**src/hw/rtl/aci_pkg.sv**
```systemverilog
// aircon compressor interlock: shared types and constants
// word layouts for the input and result channels, register indexes
// no dependencies
package aci_pkg;

  localparam int unsigned TempOffset = 40;

  typedef enum logic [2:0] {
    CFG_COOLANT_CUT_RAW        = 3'd0,
    CFG_THROTTLE_CUT           = 3'd1,
    CFG_THROTTLE_RELEASE_TICKS = 3'd2,
    CFG_MIN_RPM_TENS           = 3'd3,
    CFG_MAX_RPM_HUNDREDS       = 3'd4,
    CFG_RPM_RELEASE_TICKS      = 3'd5,
    CFG_AFTER_START_TICKS      = 3'd6,
    CFG_COMPRESSOR_DELAY_TICKS = 3'd7
  } cfg_idx_e;

  typedef struct packed {
    logic signed [8:0] coolant_deg;
    logic [7:0]        throttle;
    logic [15:0]       engine_rpm;
    logic [7:0]        engine_rpm_hundreds;
    logic              engine_running;
    logic              request_active;
  } in_word_t;

  typedef struct packed {
    logic requested;
    logic fan_command;
    logic compressor_on;
    logic coolant_lockout;
    logic throttle_lockout;
    logic rpm_lockout;
  } out_word_t;

  typedef struct packed {
    logic [7:0] coolant_cut_raw;
    logic [7:0] throttle_cut;
    logic [7:0] throttle_release_ticks;
    logic [7:0] min_rpm_tens;
    logic [7:0] max_rpm_hundreds;
    logic [7:0] rpm_release_ticks;
    logic [7:0] after_start_ticks;
    logic [7:0] compressor_delay_ticks;
  } cfg_t;

  typedef struct packed {
    logic [7:0] start_settle_count;
    logic       start_settled;
    logic [7:0] compressor_count;
    logic [7:0] throttle_count;
    logic [7:0] rpm_count;
    logic       coolant_locked;
    logic       throttle_locked;
    logic       rpm_locked;
    logic       compressor_state;
  } state_t;

endpackage

```
**src/hw/rtl/aci_if.sv**
```systemverilog
// aircon compressor interlock: valid/ready channel interfaces
// depends on aci_pkg for the word types
interface aci_in_if;
  logic              valid;
  logic              ready;
  aci_pkg::in_word_t data;

  modport source (output valid, output data, input ready);
  modport sink (input valid, input data, output ready);
endinterface

interface aci_out_if;
  logic               valid;
  logic               ready;
  aci_pkg::out_word_t data;

  modport source (output valid, output data, input ready);
  modport sink (input valid, input data, output ready);
endinterface

```
**src/hw/rtl/aircon_compressor_interlock.sv**
```systemverilog
// aircon compressor interlock top level: input register, interlock logic, result register
// depends on aci_pkg and the channel interfaces in aci_if
//
// usage:
//   in_i carries one tick word per 10 Hz tick (coolant, throttle, rpm, running, request).
//   out_o returns one result word per tick: request, fan command, compressor state
//   and the three lockout flags as they stand after that tick.
//   cfg_we_i / cfg_idx_i / cfg_wdata_i write the eight 8-bit registers; write them
//   only while no word is in flight.
// path: an accepted word sits in the input register, is processed combinationally from
//   there and its result is loaded into the result register when that register is free
//   or its result is being taken.
// throughput: one word per cycle while out_o takes results; the whole tick update is a
//   single pass of compares and 8-bit counters between the input and result registers.
// stall: when out_o is not taken, the result register holds and the input register
//   still takes one more word; in_i.ready drops only when both are full.
// reset: rst_ni clears both valid flags, all counters and lockouts, and loads the
//   register defaults (coolant and throttle cuts and max rpm at 255, the rest 0).
module aircon_compressor_interlock (
  input  logic              clk_i,
  input  logic              rst_ni,
  aci_in_if.sink            in_i,
  aci_out_if.source         out_o,
  input  logic              cfg_we_i,
  input  aci_pkg::cfg_idx_e cfg_idx_i,
  input  logic [7:0]        cfg_wdata_i
);

  aci_pkg::cfg_t      cfg_q;
  aci_pkg::state_t    st_q, st_d;
  aci_pkg::in_word_t  s1_word_q;
  logic               s1_valid_q;
  aci_pkg::out_word_t res_d, res_q;
  logic               res_valid_q;
  logic               advance;

  assign advance     = s1_valid_q && (!res_valid_q || out_o.ready);
  assign in_i.ready  = !s1_valid_q || advance;
  assign out_o.valid = res_valid_q;
  assign out_o.data  = res_q;

  // config registers
  always_ff @(posedge clk_i or negedge rst_ni) begin
    if (!rst_ni) begin
      cfg_q.coolant_cut_raw        <= 8'd255;
      cfg_q.throttle_cut           <= 8'd255;
      cfg_q.throttle_release_ticks <= 8'd0;
      cfg_q.min_rpm_tens           <= 8'd0;
      cfg_q.max_rpm_hundreds       <= 8'd255;
      cfg_q.rpm_release_ticks      <= 8'd0;
      cfg_q.after_start_ticks      <= 8'd0;
      cfg_q.compressor_delay_ticks <= 8'd0;
    end else if (cfg_we_i) begin
      case (cfg_idx_i)
        aci_pkg::CFG_COOLANT_CUT_RAW:        cfg_q.coolant_cut_raw        <= cfg_wdata_i;
        aci_pkg::CFG_THROTTLE_CUT:           cfg_q.throttle_cut           <= cfg_wdata_i;
        aci_pkg::CFG_THROTTLE_RELEASE_TICKS: cfg_q.throttle_release_ticks <= cfg_wdata_i;
        aci_pkg::CFG_MIN_RPM_TENS:           cfg_q.min_rpm_tens           <= cfg_wdata_i;
        aci_pkg::CFG_MAX_RPM_HUNDREDS:       cfg_q.max_rpm_hundreds       <= cfg_wdata_i;
        aci_pkg::CFG_RPM_RELEASE_TICKS:      cfg_q.rpm_release_ticks      <= cfg_wdata_i;
        aci_pkg::CFG_AFTER_START_TICKS:      cfg_q.after_start_ticks      <= cfg_wdata_i;
        aci_pkg::CFG_COMPRESSOR_DELAY_TICKS: cfg_q.compressor_delay_ticks <= cfg_wdata_i;
        default: ;
      endcase
    end
  end

  // tick update
  always_comb begin
    logic signed [9:0] coolant;
    logic signed [9:0] limit;
    logic [11:0]       rpm_min;
    logic              thr_high;
    logic              rpm_out;
    logic              permit;

    st_d = st_q;

    if (s1_word_q.engine_running) begin
      if (st_q.start_settle_count >= cfg_q.after_start_ticks) begin
        st_d.start_settled = 1'b1;
      end else begin
        st_d.start_settle_count = st_q.start_settle_count + 8'd1;
      end
    end else begin
      st_d.start_settle_count = 8'd0;
      st_d.start_settled      = 1'b0;
    end

    coolant = 10'(s1_word_q.coolant_deg);
    limit   = $signed({2'b00, cfg_q.coolant_cut_raw}) - 10'(aci_pkg::TempOffset);
    if (coolant > limit) begin
      st_d.coolant_locked = 1'b1;
    end else if (coolant < limit - 10'sd1) begin
      st_d.coolant_locked = 1'b0;
    end

    thr_high = s1_word_q.throttle > cfg_q.throttle_cut;
    if (thr_high) begin
      st_d.throttle_locked = 1'b1;
      st_d.throttle_count  = 8'd0;
    end else if (st_q.throttle_locked) begin
      if (st_q.throttle_count >= cfg_q.throttle_release_ticks) begin
        st_d.throttle_locked = 1'b0;
      end else begin
        st_d.throttle_count = st_q.throttle_count + 8'd1;
      end
    end else begin
      st_d.throttle_count = 8'd0;
    end

    rpm_min = {cfg_q.min_rpm_tens, 3'b000} + {3'b000, cfg_q.min_rpm_tens, 1'b0};
    rpm_out = (s1_word_q.engine_rpm < {4'd0, rpm_min})
           || (s1_word_q.engine_rpm_hundreds > cfg_q.max_rpm_hundreds);
    if (rpm_out) begin
      st_d.rpm_locked = 1'b1;
      st_d.rpm_count  = 8'd0;
    end else if (st_q.rpm_count >= cfg_q.rpm_release_ticks) begin
      st_d.rpm_locked = 1'b0;
    end else begin
      st_d.rpm_count = st_q.rpm_count + 8'd1;
    end

    permit = s1_word_q.request_active && st_d.start_settled && !st_d.throttle_locked
          && !st_d.rpm_locked && !st_d.coolant_locked;
    if (permit) begin
      if (st_q.compressor_count >= cfg_q.compressor_delay_ticks) begin
        st_d.compressor_state = 1'b1;
      end else begin
        st_d.compressor_count = st_q.compressor_count + 8'd1;
      end
    end else begin
      st_d.compressor_state = 1'b0;
      st_d.compressor_count = 8'd0;
    end

    res_d.requested        = s1_word_q.request_active;
    res_d.fan_command      = permit;
    res_d.compressor_on    = st_d.compressor_state;
    res_d.coolant_lockout  = st_d.coolant_locked;
    res_d.throttle_lockout = st_d.throttle_locked;
    res_d.rpm_lockout      = st_d.rpm_locked;
  end

  // interlock state
  always_ff @(posedge clk_i or negedge rst_ni) begin
    if (!rst_ni) begin
      st_q <= '0;
    end else if (advance) begin
      st_q <= st_d;
    end
  end

  // input register
  always_ff @(posedge clk_i or negedge rst_ni) begin
    if (!rst_ni) begin
      s1_valid_q <= 1'b0;
    end else if (in_i.ready) begin
      s1_valid_q <= in_i.valid;
    end
  end

  always_ff @(posedge clk_i) begin
    if (in_i.valid && in_i.ready) begin
      s1_word_q <= in_i.data;
    end
  end

  // result register
  always_ff @(posedge clk_i or negedge rst_ni) begin
    if (!rst_ni) begin
      res_valid_q <= 1'b0;
    end else if (advance) begin
      res_valid_q <= 1'b1;
    end else if (out_o.ready) begin
      res_valid_q <= 1'b0;
    end
  end

  always_ff @(posedge clk_i) begin
    if (advance) begin
      res_q <= res_d;
    end
  end

endmodule

```
**src/flat_wrapper.sv**
```systemverilog
// flat-port wrapper written by rule: the top's interface ports become plain ports
module aircon_compressor_interlock_flat 
  (clk_i, rst_ni, cfg_we_i, cfg_idx_i, cfg_wdata_i, in_i_valid, in_i_data, in_i_ready, out_o_valid, out_o_data, out_o_ready);
  aci_in_if in_i_i ();
  aci_out_if out_o_i ();
  input  logic clk_i;
  input  logic rst_ni;
  input  logic cfg_we_i;
  input  aci_pkg::cfg_idx_e cfg_idx_i;
  input  logic [7:0] cfg_wdata_i;
  input wire logic [$bits(in_i_i.valid)-1:0] in_i_valid;
  input wire logic [$bits(in_i_i.data)-1:0] in_i_data;
  output wire logic [$bits(in_i_i.ready)-1:0] in_i_ready;
  output wire logic [$bits(out_o_i.valid)-1:0] out_o_valid;
  output wire logic [$bits(out_o_i.data)-1:0] out_o_data;
  input wire logic [$bits(out_o_i.ready)-1:0] out_o_ready;
  assign in_i_i.valid = in_i_valid;
  assign in_i_i.data = in_i_data;
  assign in_i_ready = in_i_i.ready;
  assign out_o_valid = out_o_i.valid;
  assign out_o_data = out_o_i.data;
  assign out_o_i.ready = out_o_ready;
  aircon_compressor_interlock u_core (.clk_i(clk_i), .rst_ni(rst_ni), .in_i(in_i_i), .out_o(out_o_i), .cfg_we_i(cfg_we_i), .cfg_idx_i(cfg_idx_i), .cfg_wdata_i(cfg_wdata_i));
endmodule
```
**config.mk**
```make
export PLATFORM = sky130hd
export DESIGN_NAME = aircon_compressor_interlock_flat
export DESIGN_NICKNAME = d
export VERILOG_FILES = /design/src/hw/rtl/aci_pkg.sv /design/src/hw/rtl/aci_if.sv /design/src/hw/rtl/aircon_compressor_interlock.sv /design/src/flat_wrapper.sv
export SDC_FILE = /design/constraint.sdc
export NUM_CORES = 1
export LEC_CHECK = 0
export BUFFER_PORTS_ARGS = -buffer_cell sky130_fd_sc_hd__clkbuf_2
export CORE_MARGIN = 3
export CORE_UTILIZATION = 45
export CTS_CLUSTER_DIAMETER = 60
export DETAILED_ROUTE_END_ITERATION = 8
export GPL_ROUTABILITY_DRIVEN = 0
export MAX_ROUTING_LAYER = met4
export PLACE_DENSITY = 0.72
export SLEW_MARGIN = 40
export SYNTH_ARGS = -nofsm -noshare
export SYNTH_HDL_FRONTEND = slang
export SYNTH_SLANG_ARGS = --single-unit
```
**constraint.sdc**
```tcl
create_clock -name clk_i -period 7.7 [get_ports clk_i]
set_input_delay 0.385 -clock clk_i [delete_from_list [all_inputs] [get_ports clk_i]]
set_output_delay 0.385 -clock clk_i [all_outputs]
set_load 0.01 [all_outputs]
```
; After elaboration in Yosys (flattened, before gate mapping)
; Index checks and enable logic that the tools add are counted.
[word_totals]
regBits = 152
input_bits = 59
word_cells = 107
[classes]
addsub = 7
n_lt_le_gt_ge = 9
n_eq_ne = 11
muxes = 21
n_reduce_logical = 28
[ops]
columns = cell, n
row1 = $mux 8, 8
row2 = $add 8x1->8 const B, 4
row3 = $ge 8x8->1, 4
row4 = $reduce_and 2->1, 12
row5 = $gt 8x8->1, 2
row6 = $lt 16x12->1, 1
row7 = $add 11x9->12, 1
row8 = $eq 3x3->1 const B, 4
row9 = $mux 1, 12
row10 = $lt 9x10->1, 1
row11 = $sub 9x2->10 const B, 1
row12 = $gt 9x9->1, 1
row13 = $mux 9, 1
row14 = $sub 8x6->9 const B, 1
row15 = $eq 3x2->1 const B, 2
row16 = $logic_and 1x1->1, 6
row17 = $logic_not 1->1, 5
row18 = $ne 2x2->1 const B, 2
row19 = $eq 3x1->1 const B, 1
row20 = $logic_not 3->1, 1
row21 = $logic_or 1x1->1, 3
row22 = $ne 3x3->1 const B, 1
row23 = $ne 2x1->1 const B, 1
row24 = $reduce_bool 2->1, 1

; Longest topological paths before layout
; Gate-level depths: netlist of the first run.
[logic_depth]
word_depth = 10
mapped_depth = 18

; Worst setup path after synthesis of the first run
; OpenSTA, ideal clock, no wires.
[synth_path]
path_type = reg2reg
from = register u_core.cfg_q[32] (netlist name)
to = register u_core.st_q[11] (netlist name)
arrival_time_ps = 3596
required_time_ps = 7622
setup_slack_ps = 4026
stages_incl_launch_ff = 18
n_path_buf = 0
synth_period_minus_slack_ps = 3674
path_cell_list = dfrtp_1 -> ha_1 -> fa_1 -> a21oi_1 -> nor2_1 -> nor2_1 -> nor2b_1 -> o21ai_0 -> nand2b_1 -> xnor2_1 -> ha_1 -> a211oi_1 -> nor2_1 -> a211oi_1 -> a211oi_4 -> a21o_1 -> or4_1 -> a21oi_1
[synth_via]
elab_chain_len = 5
[synth_lines]
columns = item, line
row1 = start: declaration, aircon_compressor_interlock.sv:29  ; aci_pkg::cfg_t cfg_q;
row2 = $add 11x9->12 (*), aircon_compressor_interlock.sv:112  ; rpm_min = {cfg_q.min_rpm_tens, 3'b000} + {3'b000, cfg_q.min_rpm_tens, 1'b0};
row3 = $lt 16x12->1 (*), aircon_compressor_interlock.sv:113  ; rpm_out = (s1_word_q.engine_rpm < {4'd0, rpm_min})
row4 = $logic_or 1x1->1 (*), aircon_compressor_interlock.sv:114  ; || (s1_word_q.engine_rpm_hundreds > cfg_q.max_rpm_hundreds);
row5 = $ne 2x1->1 (no line), -
row6 = $reduce_and 2->1 (no line), -
row7 = end signal: assignment, aircon_compressor_interlock.sv:150  ; st_q <= st_d;
row8 = end: declaration, aircon_compressor_interlock.sv:30  ; aci_pkg::state_t st_q, st_d;
; Every way passes the cells marked *; elsewhere a longest branch is shown, timed or not.
; A chain may end at the register's enable or synchronous reset.

==> metrics.md, run 1 <==
| Metric | Value |
|---|---|
| Status | `finished clean` |
| Hold_ws | `0.1423 ns` |
| Fin Setup TNS | `0 ns` |
| Final net count | `979` |
| Routed vias | `5644` |
| Element type at the critical path end | `flop` |
| Worst skew pair latency | `0.42 ns` |
| Layout fillers | `1549` |
| Hold depth | `1` |
| Die Y | `141.7 um` |
| Via density | `5.285` |
| Pwr Density | `271.1 nW/um^2` |
| Crit Path Category | `flop to flop` |
| Num CTS Buffers | `17` |
| Final WS setup | `3.344 ns` |
| Grt met2 use | `27.13%` |
| Req. time, crit path | `8.05 ns` |
| Max-Slew Margin vs Limit | `46.28%` |
| GRT Total Usage | `17.21%` |
| Leakage | `4.258 nW` |
| HP Class | `input port to flop` |
| Syn Nets | `902` |
| Post-synth ARST share | `68.21%` |
| Worst r2r path cells | `17` |
| Max Root-Sink Buffers | `2` |
| Area of the mapped netlist | `8282 sq um` |
| Worst Max-Slew Pin Slew | `0.8050 ns` |
| Skew final | `0.007803 ns` |
| Post-synth EDFFs | `48` |
| Seq cells post-synth | `151` |
| Startpoint Class | `flop` |
| Starting Density | `46.90%` |
| Final worst path period share | `56.57%` |
| Root Buffer | `clkbuf_16` |
| GRT busiest layer | `met2` |
| H-tree depth | `4` |
| Reg2reg setup slack | `3.34 ns` |
| Area delta synth->final | `14.67%` |
| Sink Count | `151` |
| Initial DRC count | `252` |
| First-pass GRT wire length | `26920 um` |
| Hold Vio Cnt, Final | `0` |
| Minimum clock period | `4.356 ns` |
| Initial antenna violation count | `0` |
| Final antenna-violating net count | `0` |
| Die area | `20070 sq um` |
| Final setup viols | `0` |
| Max-Cap Viols | `0` |
| TritonCTS clock tree | `yes` |
| Width of the die | `141.7 um` |
| Core Rows | `48` |
| Worst-path clk slew | `0.06 ns` |
| Design Area, Final | `9497 sq um` |
| Number of placed I/O pins | `67` |
| Critical Path Start | `u_core.cfg_q[33]` |
| Routed WL | `15570 um` |
| CP endpoint | `u_core.st_q[26]` |
| Seq/Total Area, Yosys | `48.89%` |
| GR Util met3 | `3.337%` |
| RR Startpoint | `u_core.cfg_q[33]` |
| DP HPWL | `11050 um` |
| Port buffer count | `65` |
| Max rail drop VDD | `0.1704 mV` |
| Share of cells above drive strength 1 | `21.47%` |
| Top FF cell, synth | `dfrtp_1` |
| Synthesis Warnings | `0` |
| RR Endpoint | `u_core.st_q[26]` |
| Post-place setup slack | `3.347 ns` |
| Mean Syn Cell Area | `11.00 sq um` |
| Core Area | `17660 sq um` |
| Max Slew Vio Count | `0` |
| Pre-Repair DR Iteration Count | `4` |
| DR DRC count | `0` |
| CP arrival | `4.71 ns` |
| GRT met1 Usage | `22.47%` |
| Vias in the first global route | `5474` |
| GR Overflow Total | `0` |
| Dpl cell area | `8889 sq um` |
| Synth cell types | `68` |
| Max Freq | `0.2296 GHz` |
| Drt wl/cell | `14.58 um` |
| RSZ-0062 raised after global routing | `no` |
| Critical path peak fanout | `10` |
| Syn Inst Count | `753` |
| Largest net degree at the start of global routing | `75` |
| Final total power | `2.574 mW` |
| N_diodes | `0` |
==> synth_stat cells, drive strengths merged (5+ instances only) <==
cell	n	share of area, %
a21o	14	1.3
clkbuf	13	0.59
xnor2	15	1.6
edfxtp	48	17
dfstp	24	7.6
nand2b	12	0.91
nand3	20	1.2
xor2	14	1.5
a211oi	15	1.5
o21ai	64	4.0
dfrtp	79	24
a21oi	32	1.9
inv	72	3.3
nand4	10	0.83
mux2	38	5.2
nor3	6	0.36
ha	89	13
nand2	56	2.5
nor2	40	1.8
and3	5	0.39
a31oi	5	0.38
or3	8	0.74
or4	6	0.54
nor2b	8	0.60
==> layout by cell type, fill, tap and decap left out, drive strengths merged, types with 15 or more instances in the layout <==
master,Yosys,final
clkbuf,13,90
ha,89,89
dfrtp,79,79
inv,72,74
o21ai,64,64
nand2,56,56
edfxtp,48,48
nor2,40,40
mux2,38,38
a21oi,32,32
dfstp,24,24
nand3,20,20
xnor2,15,15
a211oi,15,15
==> timing repair <==
action	in CTS	in global routing
gates resized for setup	0	0
hold buffers	1	0
setup buffers	0	0
endpoints found under the hold margin	29	0
==> power by group <==
part,internal (mW),total (mW),switching [mW]
Sequential,0.972,1.06,0.0861
Combinational,0.307,0.681,0.374
Clock,0.524,0.836,0.312
Total,1.80,2.57,0.772
==> kinds of logic (layout without fill, tap and decap cells) <==
kind of cell             Yosys count  count (layout)  share of synthesized area (%)
AND/OR/NAND/NOR                  190             190                          11.60
AO/OA/AOI/OAI                    167             167                          13.45
adder cells (fa/ha/maj)           91              91                          13.82
buffers and inverters             87             177                          4.004
flip-flops                       151             151                          48.89
XOR/XNOR                          29              29                          3.067
multiplexers                      38              38                          5.167
==> final cells by class <==
class / instances / area, sq um / share of cell area, %
clock buffers: 26 / 510.5 / 5.375
well taps: 225 / 281.5 / 2.964
clock inverters: 6 / 87.58 / 0.9223
multi-input cells: 515 / 3904 / 41.11
repair buffers: 73 / 394.1 / 4.150
inverters: 72 / 270.3 / 2.846
flip-flops and latches: 151 / 4049 / 42.64
==> worst max-delay path, cell delays in order, from the launching register on <==
cell       delay (ns)
dfrtp_1          0.43
ha_1             0.30
a21o_1           0.17
a21oi_1          0.20
o21bai_1         0.09
a21oi_1          0.25
nor2b_1          0.09
o21ai_0          0.21
xor2_1           0.12
ha_1             0.30
nand4_1          0.11
nor3_1           0.24
a211oi_1         0.14
a211oi_4         0.51
o2111ai_1        0.45
or3_4            0.49
inv_2            0.07
a221o_1          0.13
==> routing by layer <==
layer | share of wire (%) | wire length [um]
met1 | 47 | 7392
met2 | 48 | 7428
met3 | 3.0 | 473
met4 | 1.8 | 279
met5 | 0 | 0
==> how the worst min path moves through the flow <==
stage / startpoint / endpoint / slack, ns
floorplan: rst_ni / u_core.cfg_q[0] / 0.09
global placement: rst_ni / u_core.cfg_q[32] / 0.34
detailed placement: rst_ni / u_core.cfg_q[32] / 0.35
CTS: in_i_data[1] / u_core.s1_word_q[1] / 0.12
global route: in_i_data[13] / u_core.s1_word_q[13] / 0.12
finish: in_i_data[4] / u_core.s1_word_q[4] / 0.14
==> flip-flops by register name, summed over array words and instances (netlist names) <==
signal              flops
u_core.out_o.data       6
u_core.st_q            37
u_core.res_d            1
u_core.s1_word_q       41
u_core.out_o.valid      1
u_core.s1_valid_q       1
u_core.cfg_q           64
==> through the flow <==
stage | util (%) | instances
2_1_floorplan | - | 753
3_3_place_gp | 50.31 | 1035
3_5_place_dp | 50.34 | 1035
4_1_cts | 53.78 | 1068
5_1_grt | 53.78 | 1068
6_report | 53.78 | 1068
Note: power is estimated with default switching activity, not from simulation.
==> inputs of run 2 (changes only) <==
PLACE_DENSITY = 0.74   (was 0.72)
clock period = 3.9 ns   (was 7.7 ns; I/O delays follow)
==> metrics.md, run 2 (same netlist as run 1, synthesis figures left out) <==
| Metric | Value |
|---|---|
| Element type at the critical path end | `flop` |
| Die Y | `141.7 um` |
| Largest net degree at the start of global routing | `77` |
| Status | `finished clean` |
| Sw Share | `31.01%` |
| Port buffer count | `65` |
| Design Area, Final | `10060 sq um` |
| Critical path peak fanout | `5` |
| Leakage | `4.466 nW` |
| Area delta synth->final | `21.45%` |
| Crit path buf inv count | `1` |
| Skew final | `0.004485 ns` |
| Num CTS Buffers | `17` |
| DR DRC count | `0` |
| Root Buffer | `clkbuf_16` |
| Delay-heaviest family, CP | `simple AND/OR/NAND/NOR gates` |
| Share of cells above drive strength 1 | `22.32%` |
| Final setup viols | `0` |
| Critical Path, Cell by Cell | `ha_4 -> fa_2 -> a21oi_2 -> nor2_1 -> nor2_1 -> nor2b_1 -> o21ai_1 -> nand2b_1 -> xnor2_1 -> ha_1 -> nand4_1 -> nor3_2 -> a211oi_2 -> a211oi_4 -> o2111ai_2 -> or3_4 -> inv_2 -> a221o_1` |
| Drt wl/cell | `15.45 um` |
| Routed WL | `17330 um` |
| GR Overflow Total | `0` |
| Most frequent cells in the layout | `ha_1 (88), dfrtp_1 (79), inv_1 (71)` |
| Max-Slew Margin vs Limit | `54.00%` |
| Starting Density | `46.90%` |
| TritonCTS clock tree | `yes` |
| Cell repeated most along the worst path | `nor2_1` |
| Register with the most flip-flops | `u_core.cfg_q` |
| Max Freq | `0.2643 GHz` |
| Via density | `5.252` |
| Initial antenna violation count | `0` |
| DP HPWL | `11540 um` |
| Max-Cap Viols | `0` |
| N_diodes | `0` |
| Final net count | `1032` |
| Crit Path Category | `flop to flop` |
| Final antenna-violating net count | `0` |
| Vias in the first global route | `5980` |
| Max Root-Sink Buffers | `2` |
| Internal | `3.594 mW` |
| Routed vias | `5887` |
| HP Start | `out_o_ready` |
| Commonest non-fill, non-tap cell in the layout | `ha_1` |
| Combinational fraction of design power | `29.1%` |
| Part of the power in registers | `40.3%` |
| Worst-path clk slew | `0.06 ns` |
| GRT Total Usage | `18.63%` |
| First-pass GRT wire length | `29100 um` |
| RR Startpoint | `u_core.cfg_q[32]` |
| Core Rows | `48` |
| Number of placed I/O pins | `67` |
| Sw power | `1.615 mW` |
| Final Util | `56.97%` |
| Pwr Density | `517.9 nW/um^2` |
| Clock power share | `30.7%` |
| Startpoint Class | `flop` |
| Pre-Repair DR Iteration Count | `5` |
| Core Area | `17660 sq um` |
| Fin Setup TNS | `0 ns` |
| Worst Max-Slew Pin Slew | `0.6854 ns` |
| CP arrival | `4.14 ns` |
| Max reg flops | `64` |
| CP max stage cell | `or3_4` |
| Dpl cell area | `8926 sq um` |
| Max rail drop VDD | `0.3782 mV` |
| Critical Path Start | `u_core.cfg_q[32]` |
| Reg2reg setup slack | `0.12 ns` |
| Width of the die | `141.7 um` |
| H-tree depth | `4` |
| Biggest regs | `u_core.cfg_q: 64 flops, u_core.s1_word_q: 41 flops, u_core.st_q: 37 flops` |
| Hold Vio Cnt, Final | `0` |
| Sink Count | `151` |
| Minimum clock period | `3.784 ns` |
| Max Slew Vio Count | `0` |
| Req. time, crit path | `4.26 ns` |
| Crit-path max cell delay | `0.45 ns` |
| Final worst path period share | `97.01%` |
| Worst skew pair latency | `0.42 ns` |
| HP Class | `input port to flop` |
| Initial DRC count | `341` |
| Die area | `20070 sq um` |
==> run 2: routing by layer <==
metal	GRT usage, %	wire length, um	vias up
li1	-	-	2965
met1	23.33	7681	2795
met2	30.85	8681	105
met3	3.640	635	22
met4	5.505	327	0
met5	-	0	-
==> run 2: final timing paths <==
kind / to / depth (start not counted)
hold reg to reg: u_core.out_o.data[5] / 0
hold / removal: u_core.out_o.valid / 3
min in group asynchronous: u_core.cfg_q[32] / 2
max in group asynchronous: u_core.cfg_q[54] / 3
setup reg to reg: u_core.st_q[26] / 18
setup / recovery: u_core.st_q[26] / 18
==> run 2: worst reg2reg max path: cells and delay by family (launching register included) <==
kind,cells,cell delay (ns)
buffers and inverters,1,0.07
AO/OA/AOI/OAI,6,1.10
flip-flops,1,0.42
AND/OR/NAND/NOR,7,1.11
adder cells (fa/ha/maj),3,0.88
XOR/XNOR,1,0.14
==> run 2: power groups by stage <==
| stage | Combinational (mW) | Sequential (mW) | Clock (mW) |
|---|---|---|---|
| after floorplan | 1.03 | 2.06 | 0 |
| after global placement | 1.32 | 2.11 | 0 |
| after detailed placement | 1.38 | 2.12 | 0 |
| after CTS | 1.44 | 2.09 | 1.62 |
| after global routing | 1.73 | 2.13 | 1.71 |
| final | 1.51 | 2.10 | 1.60 |
==> run 2: stage by stage <==
step / total power [mW] / setup WS [ns] / instances / hold WS [ns]
2_1_floorplan: 3.093 / 0.2258 / 753 / -0.1006
3_3_place_gp: 3.427 / 0.06197 / 1040 / 0.3717
3_5_place_dp: 3.496 / -0.03949 / 1040 / 0.2757
4_1_cts: 5.162 / -0.009170 / 1118 / 0.05909
5_1_grt: 5.571 / -0.1215 / 1121 / 0.1166
6_report: 5.209 / 0.1165 / 1121 / 0.07536
==> run 2: final cells by class <==
cell class | instances | area [sq um]
clock buffers | 19 | 432.9
flip-flops and latches | 151 | 4049
clock inverters | 13 | 136.4
multi-input cells | 515 | 3989
well taps | 225 | 281.5
repair buffers | 126 | 899.6
fillers | 1496 | 7599
inverters | 72 | 270.3
==> run 2: timing repair <==
item,CTS,global route
hold buffers,44,0
endpoints found under the hold margin,113,0
endpoints found under the setup margin,8,18
pin swaps,1,10
buffers inserted,2,3
gates resized for setup,2,19
